### config.mk
export PLATFORM = sky130hd
export DESIGN_NAME = flow_table_packet_counter_top
export DESIGN_NICKNAME = d
export VERILOG_FILES = /design/src/rtl/ftpc_pkg.sv /design/src/rtl/flow_table_packet_counter_top.sv /design/src/rtl/ftpc_cell.sv
export VERILOG_INCLUDE_DIRS = /design/src /design/src/rtl
export SDC_FILE = /design/constraint.sdc
export NUM_CORES = 2
export LEC_CHECK = 0
export BUFFER_PORTS_ARGS = -buffer_cell sky130_fd_sc_hd__buf_2
export CELL_PAD_IN_SITES_DETAIL_PLACEMENT = 1
export CELL_PAD_IN_SITES_GLOBAL_PLACEMENT = 1
export CORE_MARGIN = 4
export CORE_UTILIZATION = 45
export CTS_CLUSTER_DIAMETER = 50
export CTS_CLUSTER_SIZE = 40
export DETAILED_ROUTE_END_ITERATION = 16
export GPL_TIMING_DRIVEN = 1
export PLACE_DENSITY_LB_ADDON = 0.12
export SYNTH_ARGS = -nofsm -noshare
export SYNTH_HDL_FRONTEND = slang
export SYNTH_SLANG_ARGS = --single-unit
### constraint.sdc
create_clock -name clk -period 9.2 [get_ports clk]
set_input_delay 1.38 -clock clk [delete_from_list [all_inputs] [get_ports clk]]
set_output_delay 1.38 -clock clk [all_outputs]
set_load 0.05 [all_outputs]
### src/rtl/assert_macros.svh
// Assertion macros used by the flow table top level
`ifndef ASSERT_MACROS_SVH
`define ASSERT_MACROS_SVH

// Antecedent implies consequent in the same cycle
`define AST_SAME(lbl, ante, cons, msg) \
	lbl: assert property (@(posedge clk) disable iff (!arst_n) (ante) |-> (cons)) \
		else $error(msg);

// Antecedent implies consequent in the next cycle
`define AST_NEXT(lbl, ante, cons, msg) \
	lbl: assert property (@(posedge clk) disable iff (!arst_n) (ante) |=> (cons)) \
		else $error(msg);

// Condition holds at every clock edge
`define AST_ALWAYS(lbl, cond, msg) \
	lbl: assert property (@(posedge clk) disable iff (!arst_n) (cond)) \
		else $error(msg);

`endif

### src/rtl/ftpc_pkg.sv
// Types and constants of the flow table packet counter
package ftpc_pkg;

	localparam int TABLE_ENTRIES_DEF = 16;
	localparam int IDX_W   = 8;   // slot index along the chain, covers up to 256 cells
	localparam int SLOT_W  = 4;
	localparam int KEY_W   = 48;
	localparam int IP_W    = 32;
	localparam int PORT_W  = 16;
	localparam int CNT_W   = 32;
	localparam int STAT_W  = 3;

	typedef enum logic {
		OP_DATA = 1'b0,
		OP_EXIT = 1'b1
	} op_e;

	typedef enum logic [STAT_W-1:0] {
		ST_COUNTED = 3'd0,
		ST_ADDED   = 3'd1,
		ST_FULL    = 3'd2,
		ST_REMOVED = 3'd3,
		ST_UNKNOWN = 3'd4
	} status_e;

	// Lookup token handed from cell to cell
	typedef struct packed {
		logic             tok;
		logic             hit;
		logic [IDX_W-1:0] hit_idx;
		logic [CNT_W-1:0] count;
		logic             free_seen;
		logic [IDX_W-1:0] free_idx;
	} link_t;

	// New-entry write broadcast to all cells
	typedef struct packed {
		logic             en;
		logic [IDX_W-1:0] idx;
	} alloc_t;

endpackage

### src/rtl/flow_table_packet_counter_top.sv
// Top level of the flow table packet counter: command port, cell chain, result
//
//  channel  | dir | handshake           | fields
//  ---------+-----+---------------------+-----------------------------------
//  command  | in  | start && !busy      | opcode, client_ip, client_port
//  result   | out | done (one cycle)    | status, slot, count
//
// A transaction walks the cell chain one cell per cycle; busy stays high
// from accept until the transaction leaves the last cell, so the next
// command can be accepted at the earliest while done is high.
// A new entry is written in the cycle the result is registered.
// Reset clears all valid bits at once: the table starts empty, no clearing pass.
// The result cannot be stalled; done is high for exactly one cycle.
`include "assert_macros.svh"

module flow_table_packet_counter_top #(
	parameter int TABLE_ENTRIES = ftpc_pkg::TABLE_ENTRIES_DEF
) (
	input  logic                         clk,
	input  logic                         arst_n,
	input  logic                         start,
	output logic                         busy,
	input  logic                         opcode,
	input  logic [ftpc_pkg::IP_W-1:0]    client_ip,
	input  logic [ftpc_pkg::PORT_W-1:0]  client_port,
	output logic                         done,
	output logic [ftpc_pkg::STAT_W-1:0]  status,
	output logic [ftpc_pkg::SLOT_W-1:0]  slot,
	output logic [ftpc_pkg::CNT_W-1:0]   count
);

	logic                         accept;
	logic                         busy_q;
	logic                         launch_q;
	logic                         done_q;
	logic [ftpc_pkg::KEY_W-1:0]   key_q;
	ftpc_pkg::op_e                op_q;
	ftpc_pkg::status_e            status_q;
	logic [ftpc_pkg::SLOT_W-1:0]  slot_q;
	logic [ftpc_pkg::CNT_W-1:0]   count_q;

	ftpc_pkg::link_t              links [TABLE_ENTRIES+1];
	ftpc_pkg::link_t              last;
	ftpc_pkg::alloc_t             alloc;
	logic [TABLE_ENTRIES:0]       tok_vec;

	ftpc_pkg::status_e            status_d;
	logic [ftpc_pkg::SLOT_W-1:0]  slot_d;
	logic [ftpc_pkg::CNT_W-1:0]   count_d;

	assign accept = start && !busy_q;

	// Command capture
	always_ff @(posedge clk or negedge arst_n) begin
		if (!arst_n) begin
			busy_q   <= 1'b0;
			launch_q <= 1'b0;
			done_q   <= 1'b0;
		end else begin
			launch_q <= accept;
			done_q   <= last.tok;
			if (accept) begin
				busy_q <= 1'b1;
			end else if (last.tok) begin
				busy_q <= 1'b0;
			end
		end
	end

	always_ff @(posedge clk) begin
		if (accept) begin
			key_q <= {client_ip, client_port};
			op_q  <= ftpc_pkg::op_e'(opcode);
		end
	end

	// Token entering the first cell
	always_comb begin
		links[0]     = '0;
		links[0].tok = launch_q;
	end

	// Cell chain
	for (genvar g = 0; g < TABLE_ENTRIES; g++) begin : g_cell
		ftpc_cell #(
			.CELL_IDX(g)
		) u_cell (
			.clk     (clk),
			.arst_n  (arst_n),
			.key     (key_q),
			.op      (op_q),
			.link_in (links[g]),
			.link_out(links[g+1]),
			.alloc   (alloc)
		);
	end

	for (genvar t = 0; t <= TABLE_ENTRIES; t++) begin : g_tok
		assign tok_vec[t] = links[t].tok;
	end

	assign last = links[TABLE_ENTRIES];

	// Allocate the lowest free slot on a data miss
	assign alloc.en  = last.tok && (op_q == ftpc_pkg::OP_DATA) && !last.hit && last.free_seen;
	assign alloc.idx = last.free_idx;

	// Result decode at the end of the chain
	always_comb begin
		slot_d  = '0;
		count_d = '0;
		if (op_q == ftpc_pkg::OP_EXIT) begin
			if (last.hit) begin
				status_d = ftpc_pkg::ST_REMOVED;
				slot_d   = last.hit_idx[ftpc_pkg::SLOT_W-1:0];
			end else begin
				status_d = ftpc_pkg::ST_UNKNOWN;
			end
		end else if (last.hit) begin
			status_d = ftpc_pkg::ST_COUNTED;
			slot_d   = last.hit_idx[ftpc_pkg::SLOT_W-1:0];
			count_d  = last.count;
		end else if (last.free_seen) begin
			status_d = ftpc_pkg::ST_ADDED;
			slot_d   = last.free_idx[ftpc_pkg::SLOT_W-1:0];
			count_d  = ftpc_pkg::CNT_W'(1);
		end else begin
			status_d = ftpc_pkg::ST_FULL;
		end
	end

	// Result register
	always_ff @(posedge clk) begin
		if (last.tok) begin
			status_q <= status_d;
			slot_q   <= slot_d;
			count_q  <= count_d;
		end
	end

	assign busy   = busy_q;
	assign done   = done_q;
	assign status = status_q;
	assign slot   = slot_q;
	assign count  = count_q;

	// Checks
	`AST_SAME(a_done_not_busy, done_q, !busy_q, "result shown while still busy")
	`AST_NEXT(a_accept_busy, accept, busy_q && launch_q, "accepted transaction not launched")
	`AST_ALWAYS(a_single_token, $onehot0(tok_vec), "more than one token in the chain")
	`AST_SAME(a_added_count, done_q && status_q == ftpc_pkg::ST_ADDED, count_q == 1,
		"new entry reported with count other than one")

endmodule

### src/rtl/ftpc_cell.sv
// One table slot: entry storage, key compare and token stage
module ftpc_cell #(
	parameter int CELL_IDX = 0
) (
	input  logic                       clk,
	input  logic                       arst_n,
	input  logic [ftpc_pkg::KEY_W-1:0] key,
	input  ftpc_pkg::op_e              op,
	input  ftpc_pkg::link_t            link_in,
	output ftpc_pkg::link_t            link_out,
	input  ftpc_pkg::alloc_t           alloc
);

	logic                       valid_q;
	logic [ftpc_pkg::KEY_W-1:0] key_q;
	logic [ftpc_pkg::CNT_W-1:0] count_q;
	ftpc_pkg::link_t            link_q;

	logic                       match;
	logic                       free_here;
	logic                       alloc_here;
	logic [ftpc_pkg::CNT_W-1:0] count_inc;
	ftpc_pkg::link_t            link_d;

	// Compare against the token's key; lowest match wins
	assign match      = link_in.tok && !link_in.hit && valid_q && (key_q == key);
	assign free_here  = link_in.tok && !valid_q && !link_in.free_seen;
	assign alloc_here = alloc.en && (alloc.idx == ftpc_pkg::IDX_W'(CELL_IDX));
	assign count_inc  = (count_q == '1) ? count_q : count_q + 1'b1;

	// Next token contents
	always_comb begin
		link_d = link_in;
		if (match) begin
			link_d.hit     = 1'b1;
			link_d.hit_idx = ftpc_pkg::IDX_W'(CELL_IDX);
			link_d.count   = (op == ftpc_pkg::OP_DATA) ? count_inc : '0;
		end
		if (free_here) begin
			link_d.free_seen = 1'b1;
			link_d.free_idx  = ftpc_pkg::IDX_W'(CELL_IDX);
		end
	end

	// Token stage
	always_ff @(posedge clk or negedge arst_n) begin
		if (!arst_n) begin
			link_q <= '0;
		end else begin
			link_q <= link_d;
		end
	end

	assign link_out = link_q;

	// Entry valid bit
	always_ff @(posedge clk or negedge arst_n) begin
		if (!arst_n) begin
			valid_q <= 1'b0;
		end else if (alloc_here) begin
			valid_q <= 1'b1;
		end else if (match && op == ftpc_pkg::OP_EXIT) begin
			valid_q <= 1'b0;
		end
	end

	// Entry key and message count
	always_ff @(posedge clk) begin
		if (alloc_here) begin
			key_q   <= key;
			count_q <= ftpc_pkg::CNT_W'(1);
		end else if (match && op == ftpc_pkg::OP_DATA) begin
			count_q <= count_inc;
		end
	end

endmodule
==> flow_summary_export.csv <==
group,metric,value,unit
status,status,"finished clean",
power_and_ir_drop,leakagePower,36.06,nW
power_and_ir_drop,clockPowerShare,49.4,%
yosys,synth-seq-cells,2045,
power_and_ir_drop,internal-power,14.56,mW
detailed_routing,wl,304600,um
clock_tree,insertion_delay,0.90,ns
critical_path,cp.arrival,5.29,ns
detailed_routing,drcViolationCount,0,
clock_tree,htreeDepth,4,
yosys,avgSynthCellArea,10.81,sq um
sta,min_period,4.531,ns
clock_tree,post_cts_buffers,0,
cells_and_area,mostFrequentLayoutCells,"856 x edfxtp_1, 815 x nand2_1, 692 x xor2_1, 676 x dfrtp_1, 629 x o21ai_0",
yosys,synthTopCellsByArea,"edfxtp_1 28%, dfrtp_1 18%, dfxtp_1 11%",
clock_tree,clockRootBuffer,"clkbuf_16",
global_routing,grt_max_degree,166,
global_routing,grt-ovfl-total,0,
place,numPortBuffers,92,
job,cap_viol_max_count,0,
sta,finalHoldViolations,0,
clock_tree,postCtsHoldBufs,0,
sta,setup_viol,0,
cells_and_area,ff_latch_area,52900,sq um
sta,tns,0,ns
power_and_ir_drop,pwr-share-seq,49.8,%
yosys,synth_cell_type_count,79,
detailed_routing,first_pass_iters,7,
yosys,synth_compound_area_share,9.823,%
power_and_ir_drop,swShare,23.52,%
yosys,synth_edf_count,856,
sta,setup_slack,4.669,ns
floorplan,core,204800,sq um
yosys,async_reset_ff_share,33.11,%
floorplan,start_util,45.32,%
global_routing,grtUsageTotal,28.12,%
clock_tree,cts_buffers,214,
floorplan,die_area,213600,sq um
yosys,synth.yosys.seq_area_share,57.00,%
yosys,synth_top_family_by_area,"simple AND/OR/NAND/NOR gates",
place,hpwl,203500,um
yosys,synth_top_area_share,27.70,%
cells_and_area,n_fill_cell,21709,
floorplan,num_io_pins,93,
critical_path,worst-setup-path-type,"reg2reg",
detailed_routing,drtIter0Drc,5743,
sta,relSlewSlack,13.17,%
yosys,synthSimpleGateAreaFrac,18.52,%
global_routing,grt_pass1_vias,70971,
yosys,ys_warn_count,0,
floorplan,die_h,462.1,um
yosys,syn-cell-area,92800,sq um
cells_and_area,nets,8597,
power_and_ir_drop,pwr-share-comb,0.8,%
detailed_routing,via_count,69238,
yosys,synth_area_leader_cell,"edfxtp_1",
place,dp_cells,11001,
detailed_routing,wl_per_cell,26.68,um
clock_tree,cts-resized-gates,0,
floorplan,die_x,462.1,um
place,routabilityCongestion,0.8696,
yosys,synth_fp_nets,8654,
cells_and_area,syn2layout_area_growth,11.63,%
clock_tree,clk_pin_slew,0.08,ns
yosys,synth-main-ff-cell,"edfxtp_1",
worst_hold_path,min_path_type,"reg2reg",
clock_tree,cts_tree,"yes",
global_routing,grt_pass1_wl,455900,um
sta,clock.fmax,220.7,MHz
critical_path,cp-start-kind,"register",
clock_tree,ctsLongestPathBuffers,3,
sta,period_share,49.24,%
power_and_ir_drop,peakVddDrop,0.0002404,V
sta,rsz0062_at_grt,"false",
critical_path,worstSetupEndpointType,"register",
detailed_routing,drtAntennaViolNets,0,
cells_and_area,multiInputGateArea,37660,sq um
cells_and_area,final_common_cell,"edfxtp_1",
cells_and_area,finish.utilization,50.58,%
sta,slew_viol_final,0,
yosys,synth_fa_ha_area_share,0.2157,%
power_and_ir_drop,power_density,183.7,nW/um^2
place,post-place-ws,4.700,ns
critical_path,worstPathMaxFanout,32,
detailed_routing,viasPerCell,6.064,
clock_tree,cts.sinks,2045,
yosys,synth_xor_area_share,11.57,%
floorplan,rows,166,
sta,fin_skew,0.05800,ns
yosys,synthCells,8586,
cells_and_area,instances_no_fill,11417,
yosys,synthMuxAreaShare,0.3559,%
sta,tightest_slew,1.292,ns
cells_and_area,drive_above_1_share,8.831,%
power_and_ir_drop,power.switching,4.477,mW
critical_path,critPathRequiredTime,9.96,ns
global_routing,antenna_found_initial,13,
[synth_stat cells, types with 252 or more instances]
cell and n:
o31ai_1 273, dfrtp_1 677, edfxtp_1 856, xnor2_1 534
nand3_1 264, dfxtp_1 512, or4_1 263, nand4_1 398
or3_1 252, a21oi_1 471, xor2_1 692, nand2_1 815
clkbuf_1 411, o21ai_0 629
[cells by family after synthesis]
logic type	after synthesis
flip-flops	2045
AND/OR/NAND/NOR	3125
XOR/XNOR	1226
AO/OA/AOI/OAI	1562
buffers and inverters	579
multiplexers	33
adder cells (fa/ha/maj)	16
[per-layer routing]
layer / part of all wire (%) / track usage (%) / vias up
met3: 4.6 / 3.439 / 559
met5: 0.0095 / 0 / -
met4: 4.4 / 11.34 / 4
li1: - / - / 31336
met1: 42 / 36.14 / 35549
met2: 50 / 48.31 / 1790
[flip-flops by register name (all words and copies together), names as in the netlist]
signal / count
busy: 1
count: 32
done: 1
g_cell.u_cell.count_q: 512
g_cell.u_cell.key_q: 768
g_cell.u_cell.link_out: 658
g_cell.u_cell.valid_q: 16
key_q: 48
launch_q: 1
op_q: 1
slot: 4
status: 3
[stage by stage]
stage	total power, mW	cell area, sq um	hold slack, ns
2_1_floorplan	9.717	92800	0.3670
3_3_place_gp	9.828	95810	0.3816
3_5_place_dp	9.837	95810	0.3891
4_1_cts	19.21	103600	0.3941
5_1_grt	19.61	103600	0.4132
6_report	19.03	103600	0.3981
[worst max-delay path, cell delays in order (launching register included)]
cell and delay (ns):
edfxtp_1 0.33, buf_4 0.57, xor2_1 0.21, or4_1 0.51
or3_4 0.40, nor4_1 1.06, nand2_1 0.83, o21ai_0 0.41
[layout make-up]
class,instances,area share (%)
diodes,10,0.02416
inverters,67,0.2452
flip-flops and latches,2045,51.06
multi-input cells,5962,36.35
clock buffers,236,5.440
clock inverters,170,2.047
repair buffers,239,1.580
well taps,2688,3.247
[worst paths after layout]
check	slack, ns	cells past startpoint	end	start
max	4.67	7	g_cell[6].u_cell.link_out[18]$_DFF_PN0_	key_q[20]$_DFFE_PP_
min	0.40	0	g_cell[13].u_cell.link_out[50]$_DFF_PN0_	g_cell[12].u_cell.link_out[50]$_DFF_PN0_
max reg2reg	4.67	7	g_cell[6].u_cell.link_out[18]$_DFF_PN0_	key_q[20]$_DFFE_PP_
min reg2reg	0.40	0	g_cell[13].u_cell.link_out[50]$_DFF_PN0_	g_cell[12].u_cell.link_out[50]$_DFF_PN0_
max in group asynchronous	6.49	3	g_cell[0].u_cell.link_out[36]$_DFF_PN0_	arst_n
min in group asynchronous	0.53	1	g_cell[15].u_cell.link_out[17]$_DFF_PN0_	arst_n
[power groups by stage]
stage / registers [mW] / clock network, mW / logic (mW)
finish: 9.48 / 9.40 / 0.157
global route: 9.48 / 9.95 / 0.177
CTS: 9.48 / 9.57 / 0.163
detailed placement: 9.67 / 0 / 0.162
global placement: 9.67 / 0 / 0.156
floorplan: 9.67 / 0 / 0.0509
Power figures use the tool's default switching activity.
